**config.mk**
```make
export PLATFORM = sky130hd
export DESIGN_NAME = imm_seq
export DESIGN_NICKNAME = d
export VERILOG_FILES = /design/src/rtl/imm_pkg.sv /design/src/rtl/imm_seq.sv
export SDC_FILE = /design/constraint.sdc
export NUM_CORES = 1
export LEC_CHECK = 0
export BUFFER_PORTS_ARGS = -buffer_cell sky130_fd_sc_hd__buf_2
export CORE_MARGIN = 2
export CORE_UTILIZATION = 42
export CTS_CLUSTER_DIAMETER = 60
export CTS_CLUSTER_SIZE = 8
export DETAILED_ROUTE_END_ITERATION = 8
export PLACE_DENSITY_LB_ADDON = 0.1
export REMOVE_ABC_BUFFERS = 1
export SLEW_MARGIN = 20
export SYNTH_ARGS = -nofsm -noshare
export SYNTH_HDL_FRONTEND = slang
export SYNTH_SLANG_ARGS = --single-unit
```
**constraint.sdc**
```tcl
create_clock -name clk -period 4.5 [get_ports clk]
set_input_delay 0.45 -clock clk [delete_from_list [all_inputs] [get_ports clk]]
set_output_delay 0.45 -clock clk [all_outputs]
set_load 0.005 [all_outputs]
```
**src/rtl/imm_pkg.sv**
```systemverilog
`timescale 1ns / 1ps
// Shared types, codes and helpers for the integer matrix multiply block.
package imm_pkg;

    localparam int CMD_W       = 2;
    localparam int IDX_FIELD_W = 6;
    localparam int DATA_W      = 32;
    localparam int SIZE_W      = 7;
    localparam int CFG_IDX_W   = 2;
    localparam int SIZE_CAP    = 64;

    localparam logic [SIZE_W-1:0] SIZE_RESET = 7'd64;

    typedef enum logic [CMD_W-1:0] {
        CMD_LOAD_A  = 2'd0,
        CMD_LOAD_B  = 2'd1,
        CMD_COMPUTE = 2'd2
    } cmd_t;

    typedef enum logic [CFG_IDX_W-1:0] {
        REG_A_ROWS     = 2'd0,
        REG_INNER_SIZE = 2'd1,
        REG_B_COLS     = 2'd2
    } cfg_reg_t;

    // effective matrix sizes, already clamped
    typedef struct packed {
        logic [SIZE_W-1:0] nr;
        logic [SIZE_W-1:0] nk;
        logic [SIZE_W-1:0] nc;
    } sizes_t;

    function automatic logic [SIZE_W-1:0] clamp_size(
        input logic [SIZE_W-1:0] v,
        input logic [SIZE_W-1:0] lim
    );
        return (v > lim) ? lim : v;
    endfunction

endpackage

```
**src/rtl/imm_seq.sv**
```systemverilog
`timescale 1ns / 1ps
// Command decode, store writes, read sequencing and multiply-accumulate pipeline.
module imm_seq #(
    parameter int MAX_DIM = 64
) (
    input  logic                                  clk,
    input  logic                                  rst_n,
    input  imm_pkg::sizes_t                       sz,
    input  logic                                  in_valid,
    output logic                                  in_stall,
    input  logic [imm_pkg::CMD_W-1:0]             cmd,
    input  logic [imm_pkg::IDX_FIELD_W-1:0]       row_index,
    input  logic [imm_pkg::IDX_FIELD_W-1:0]       col_index,
    input  logic signed [imm_pkg::DATA_W-1:0]     element_value,
    output logic                                  out_valid,
    input  logic                                  out_stall,
    output logic [imm_pkg::IDX_FIELD_W-1:0]       out_row,
    output logic [imm_pkg::IDX_FIELD_W-1:0]       out_col,
    output logic signed [imm_pkg::DATA_W-1:0]     product_sum,
    output logic                                  last_of_row,
    output logic                                  a_we,
    output logic [$clog2(MAX_DIM*MAX_DIM)-1:0]    a_waddr,
    output logic                                  a_re,
    output logic [$clog2(MAX_DIM*MAX_DIM)-1:0]    a_raddr,
    input  logic [imm_pkg::DATA_W-1:0]            a_rdata,
    output logic                                  b_we,
    output logic [$clog2(MAX_DIM*MAX_DIM)-1:0]    b_waddr,
    output logic                                  b_re,
    output logic [$clog2(MAX_DIM*MAX_DIM)-1:0]    b_raddr,
    input  logic [imm_pkg::DATA_W-1:0]            b_rdata,
    output logic [imm_pkg::DATA_W-1:0]            wdata
);

    localparam int LIM   = (MAX_DIM < imm_pkg::SIZE_CAP) ? MAX_DIM : imm_pkg::SIZE_CAP;
    localparam int IDX_W = $clog2(LIM);
    localparam int AW    = $clog2(MAX_DIM * MAX_DIM);
    localparam int SW    = imm_pkg::SIZE_W;
    localparam int DW    = imm_pkg::DATA_W;

    typedef struct packed {
        logic             first;
        logic             last;
        logic             zero;
        logic             lastcol;
        logic [IDX_W-1:0] row;
        logic [IDX_W-1:0] col;
    } step_t;

    logic             run_reg, run_next;
    logic [IDX_W-1:0] row_reg, row_next;
    logic [IDX_W-1:0] k_reg, k_next;
    logic [IDX_W-1:0] c_reg, c_next;

    logic             p1_valid_reg, p1_valid_next;
    step_t            p1_reg, p1_next;
    logic             p2_valid_reg, p2_valid_next;
    step_t            p2_reg, p2_next;
    logic [DW-1:0]    prod_reg, prod_next;
    logic [DW-1:0]    acc_reg, acc_next;

    logic             out_valid_reg, out_valid_next;
    logic [IDX_W-1:0] out_col_reg, out_col_next;
    logic [IDX_W-1:0] out_row_reg, out_row_next;
    logic [DW-1:0]    out_sum_reg, out_sum_next;
    logic             out_last_reg, out_last_next;

    logic             accept;
    logic             advance;
    logic             nk_zero;
    logic             k_last;
    logic             c_last;
    logic [DW-1:0]    sum;
    logic [IDX_W-1:0] row_t;
    logic [IDX_W-1:0] col_t;
    step_t            issue_step;

    assign accept   = in_valid && !in_stall;
    assign in_stall = run_reg;

    // the whole pipeline freezes when a finished column meets a full, stalled output
    assign advance  = !(p2_valid_reg && p2_reg.last && out_valid_reg && out_stall);

    assign nk_zero  = (sz.nk == '0);
    assign k_last   = nk_zero || (SW'(k_reg) == sz.nk - SW'(1));
    assign c_last   = (SW'(c_reg) == sz.nc - SW'(1));

    assign row_t    = row_index[IDX_W-1:0];
    assign col_t    = col_index[IDX_W-1:0];

    // store writes for load words
    assign wdata    = element_value;
    assign a_we     = accept && (cmd == imm_pkg::CMD_LOAD_A)
                      && ({1'b0, row_index} < sz.nr) && ({1'b0, col_index} < sz.nk);
    assign b_we     = accept && (cmd == imm_pkg::CMD_LOAD_B)
                      && ({1'b0, row_index} < sz.nk) && ({1'b0, col_index} < sz.nc);
    assign a_waddr  = AW'(row_t) * AW'(MAX_DIM) + AW'(col_t);
    assign b_waddr  = AW'(row_t) * AW'(MAX_DIM) + AW'(col_t);

    // read issue: A walks along the row, B down the column
    assign a_re     = run_reg && advance;
    assign b_re     = run_reg && advance;
    assign a_raddr  = AW'(row_reg) * AW'(MAX_DIM) + AW'(k_reg);
    assign b_raddr  = AW'(k_reg) * AW'(MAX_DIM) + AW'(c_reg);

    // the row travels with each step, a new compute may start while the last drains
    assign issue_step.first   = (k_reg == '0);
    assign issue_step.last    = k_last;
    assign issue_step.zero    = nk_zero;
    assign issue_step.lastcol = c_last;
    assign issue_step.row     = row_reg;
    assign issue_step.col     = c_reg;

    assign sum = (p2_reg.first ? '0 : acc_reg) + prod_reg;

    always_comb
    begin
        run_next       = run_reg;
        row_next       = row_reg;
        k_next         = k_reg;
        c_next         = c_reg;
        p1_valid_next  = p1_valid_reg;
        p1_next        = p1_reg;
        p2_valid_next  = p2_valid_reg;
        p2_next        = p2_reg;
        prod_next      = prod_reg;
        acc_next       = acc_reg;
        out_valid_next = out_valid_reg && out_stall;
        out_col_next   = out_col_reg;
        out_row_next   = out_row_reg;
        out_sum_next   = out_sum_reg;
        out_last_next  = out_last_reg;

        if (accept && (cmd == imm_pkg::CMD_COMPUTE)
            && ({1'b0, row_index} < sz.nr) && (sz.nc != '0))
        begin
            run_next = 1'b1;
            row_next = row_t;
            k_next   = '0;
            c_next   = '0;
        end

        if (advance)
        begin
            if (run_reg)
            begin
                if (k_last)
                begin
                    k_next = '0;
                    if (c_last)
                    begin
                        run_next = 1'b0;
                    end
                    else
                    begin
                        c_next = c_reg + IDX_W'(1);
                    end
                end
                else
                begin
                    k_next = k_reg + IDX_W'(1);
                end
            end

            p1_valid_next = run_reg;
            p1_next       = issue_step;
            p2_valid_next = p1_valid_reg;
            p2_next       = p1_reg;
            prod_next     = p1_reg.zero ? '0 : DW'(a_rdata * b_rdata);

            if (p2_valid_reg)
            begin
                acc_next = sum;
                if (p2_reg.last)
                begin
                    out_valid_next = 1'b1;
                    out_col_next   = p2_reg.col;
                    out_row_next   = p2_reg.row;
                    out_sum_next   = sum;
                    out_last_next  = p2_reg.lastcol;
                end
            end
        end
    end

    always_ff @(posedge clk or negedge rst_n)
    begin
        if (!rst_n)
        begin
            run_reg       <= 1'b0;
            p1_valid_reg  <= 1'b0;
            p2_valid_reg  <= 1'b0;
            out_valid_reg <= 1'b0;
        end
        else
        begin
            run_reg       <= run_next;
            p1_valid_reg  <= p1_valid_next;
            p2_valid_reg  <= p2_valid_next;
            out_valid_reg <= out_valid_next;
        end
    end

    always_ff @(posedge clk)
    begin
        row_reg      <= row_next;
        k_reg        <= k_next;
        c_reg        <= c_next;
        p1_reg       <= p1_next;
        p2_reg       <= p2_next;
        prod_reg     <= prod_next;
        acc_reg      <= acc_next;
        out_col_reg  <= out_col_next;
        out_row_reg  <= out_row_next;
        out_sum_reg  <= out_sum_next;
        out_last_reg <= out_last_next;
    end

    assign out_valid   = out_valid_reg;
    assign out_row     = imm_pkg::IDX_FIELD_W'(out_row_reg);
    assign out_col     = imm_pkg::IDX_FIELD_W'(out_col_reg);
    assign product_sum = out_sum_reg;
    assign last_of_row = out_last_reg;

endmodule

```
==> impl_metrics.csv <==
group,metric,value,unit
status,status,"finished, violations left",
status,violations,"negative setup slack",
setup_path,cp.required,4680,ps
floorplanning,die_w,243,um
layout,antenna_cells,0,
setup_path,critPathKind,"in2reg",
floorplanning,core,56500,sq um
route,wirelength,66.2,mm
layout,post-route-util,51.0,%
global_routing,grtUsageTotal,23.6,%
layout,final-seq-area,4720,sq um
layout,fillers,5241,
layout,layoutNonFillerInstCount,3488,
synth,synthFlopType,"edfxtp_1",
placed_design,place_area,26800,sq um
sta,hold_ws,246,ps
sta,skew,13.4,ps
sta,worst_slew_pin_slew,855,ps
floorplanning,die_h,243,um
clock_tree,cts_buffers,17,
sta,fmax,0.149,GHz
synth,ys_seq_elements,162,
global_routing,grt_overflow_total,0,
layout,drive_gt1_share,23.2,%
global_routing,grt_pass1_wl,108,mm
placed_design,dpl.hpwl,56.1,mm
setup_path,crit_arrival,6870,ps
sta,fin_ws,-2190,ps
synth,synth_edf_count,146,
floorplanning,num_io_pins,266,
layout,area_delta_synth_final,19.7,%
synth,ys_warn_count,0,
synth,synth_cell_type_count,68,
placed_design,dpl.cell_count,3424,
sta,slew_headroom,43.0,%
placed_design,io_buffers,201,
floorplanning,start_util,42.6,%
sta,drv_slew,0,
sta,hold_viol,0,
sta,period_needed,6690,ps
clock_tree,htreeDepth,4,
route,antenna_left,0,
route,dr.pass1.iters,5,
route,vias,17146,
placed_design,gp_congestion,0.911,
setup_path,crit_fanout,4,
route,drc,0,
setup_path,crit_path_end_kind,"register",
floorplanning,dieArea,59300,sq um
layout,fin_area,28800,sq um
sta,rsz0062_at_grt,"yes",
global_routing,antenna_found_initial,1,
min_path,hold_path_class,"in2reg",
global_routing,grt_start_max_net_pins,68,
clock_tree,ctsRootBufferMaster,"clkbuf_16",
synth,syn_avg_cell_area,9.95,sq um
setup_path,start_kind,"input pin",
flow_run,maxCapViolCount,0,
floorplanning,std_cell_rows,87,
clock_tree,clk_pin_slew,70,ps
synth,synth_seq_area_share,19.6,%
synth,synthCells,2420,
layout,multi_input_area,17700,sq um
synth,async_flop_share,2.47,%
route,wl_per_cell,19.0,um
sta,finalCritPeriodShare,149,%
global_routing,grt_pass1_vias,19303,
sta,setup_violations,24,
clock_tree,cts.sinks,162,
clock_tree,clockBufferDepth,2,
layout,nNetsFinal,3444,
route,vias_per_cell,4.92,
clock_tree,clock_latency,440,ps
clock_tree,tritoncts,"built",
route,drt-initial-drc-count,834,
synth,syn_area,24100,sq um
-- cell usage in the layout, fill, tap and decap left out, drive strengths merged, types with 5 or more instances in the layout --
cell type  instances
o21bai             7
nand2b            14
and3               9
edfxtp           146
clkinv             9
inv              433
and2             330
clkbuf            18
nand4              8
a211o              6
fa               409
nor2b             40
buf              446
or2                6
nand2            242
o21ai             38
a31oi              7
nor3b              5
nand3             22
o21a              13
ha               181
xor2              34
a21oi             54
a21o              25
nor3              11
xnor2             92
a211oi             9
dfxtp             12
nor2              57
-- logic make-up after synthesis --
logic type,after synthesis,synth area share (%)
AOI/OAI and AO/OA,193,5.44
buffers and inverters,595,10.5
adders and majority gates,590,43.4
and+or+nand+nor,754,16.5
xor gates and xnor gates,126,4.58
DFF,162,19.6
-- final cells by class --
cell class,count,share of cell area (%)
clock inverters,15,0.664
flip-flops and latches,162,16.4
multi-input cells,1663,61.3
repair buffers,448,11.3
well taps,756,3.28
inverters,427,5.56
clock buffers,17,1.48
-- final timing paths --
check                                  start            to  slack [ps]  depth (start not counted)
worst min register to register     p1_reg[0]     p2_reg[0]         420                          0
max in group asynchronous              rst_n      in_stall        4030                          2
worst min-delay path            row_index[0]    row_reg[0]         250                          1
worst max register to register    p2_reg[15]   acc_reg[29]         890                         12
min in group asynchronous              rst_n     out_valid         350                          2
worst max-delay path             a_rdata[13]  prod_reg[29]       -2190                         25
-- layer usage --
layer  vias to the layer above  GRT usage (%)  share of wire (%)
met3                        59           4.19                4.4
met1                      8738           30.3                 43
met5                         -          0.572              0.086
met2                       360           41.9                 51
met4                         4           4.38                1.8
li1                       7985              -                  -
-- critical path: stages --
cell and delay (ps):
buf_12 110, and2_4 150, fa_1 520, fa_1 530
fa_1 570, inv_2 40, fa_1 510, inv_2 40
fa_1 540, inv_2 40, fa_1 480, inv_1 50
fa_1 490, fa_1 450, ha_4 200, buf_6 120
a21oi_4 110, nor3b_4 260, a221oi_4 110, a2111oi_4 340
o31ai_4 180, a41oi_2 240, buf_4 140, xor2_1 140
nor2_1 50
-- Yosys cell counts (2+ instances only) --
cell	instances	area share (%)
inv_1	427	6.7
fa_1	409	34
and2_1	330	8.6
nand2_1	242	3.8
ha_1	181	9.4
edfxtp_1	146	18
xnor2_1	92	3.3
clkbuf_1	90	1.4
buf_4	75	2.3
nor2_1	56	0.87
a21oi_1	53	1.1
nor2b_1	40	1.0
o21ai_0	35	0.73
xor2_1	34	1.2
a21o_1	25	0.78
nand3_1	22	0.46
nand2b_1	14	0.36
o21a_1	13	0.41
dfxtp_1	12	1.0
nor3_1	11	0.23
and3_1	9	0.23
a211oi_1	8	0.25
nand4_1	8	0.21
a31oi_1	7	0.18
o21bai_1	7	0.22
a211o_1	6	0.22
or2_2	5	0.13
dfrtp_1	4	0.42
nor3b_1	4	0.12
a41oi_1	3	0.11
buf_2	3	0.062
o21ai_1	3	0.062
a2111oi_0	2	0.073
a21boi_1	2	0.062
a221oi_1	2	0.073
a221oi_2	2	0.12
nand3b_1	2	0.062
o211ai_1	2	0.062
o311a_1	2	0.083
o311ai_0	2	0.073
o31a_1	2	0.073
o31ai_1	2	0.062
-- through the flow --
stage	TNS, ps	setup slack (ps)
after floorplan	-37660	-2390
after global placement	-59200	-3040
after detailed placement	-60200	-3090
after CTS	-39680	-2140
after global routing	-44070	-2460
final	-39930	-2190
-- repair_timing --
| item | in CTS | in global routing |
|---|---|---|
| hold endpoints to repair | 4 | 0 |
| endpoints found under the setup margin | 25 | 25 |
| hold buffers | 1 | 0 |
| buffers inserted | 29 | 21 |
| resized for setup | 186 | 89 |
| pin swaps | 94 | 93 |
Power is left out: the tool's default activity adds up to more than one toggle a clock period on the data nets, which glitch-free logic cannot reach.
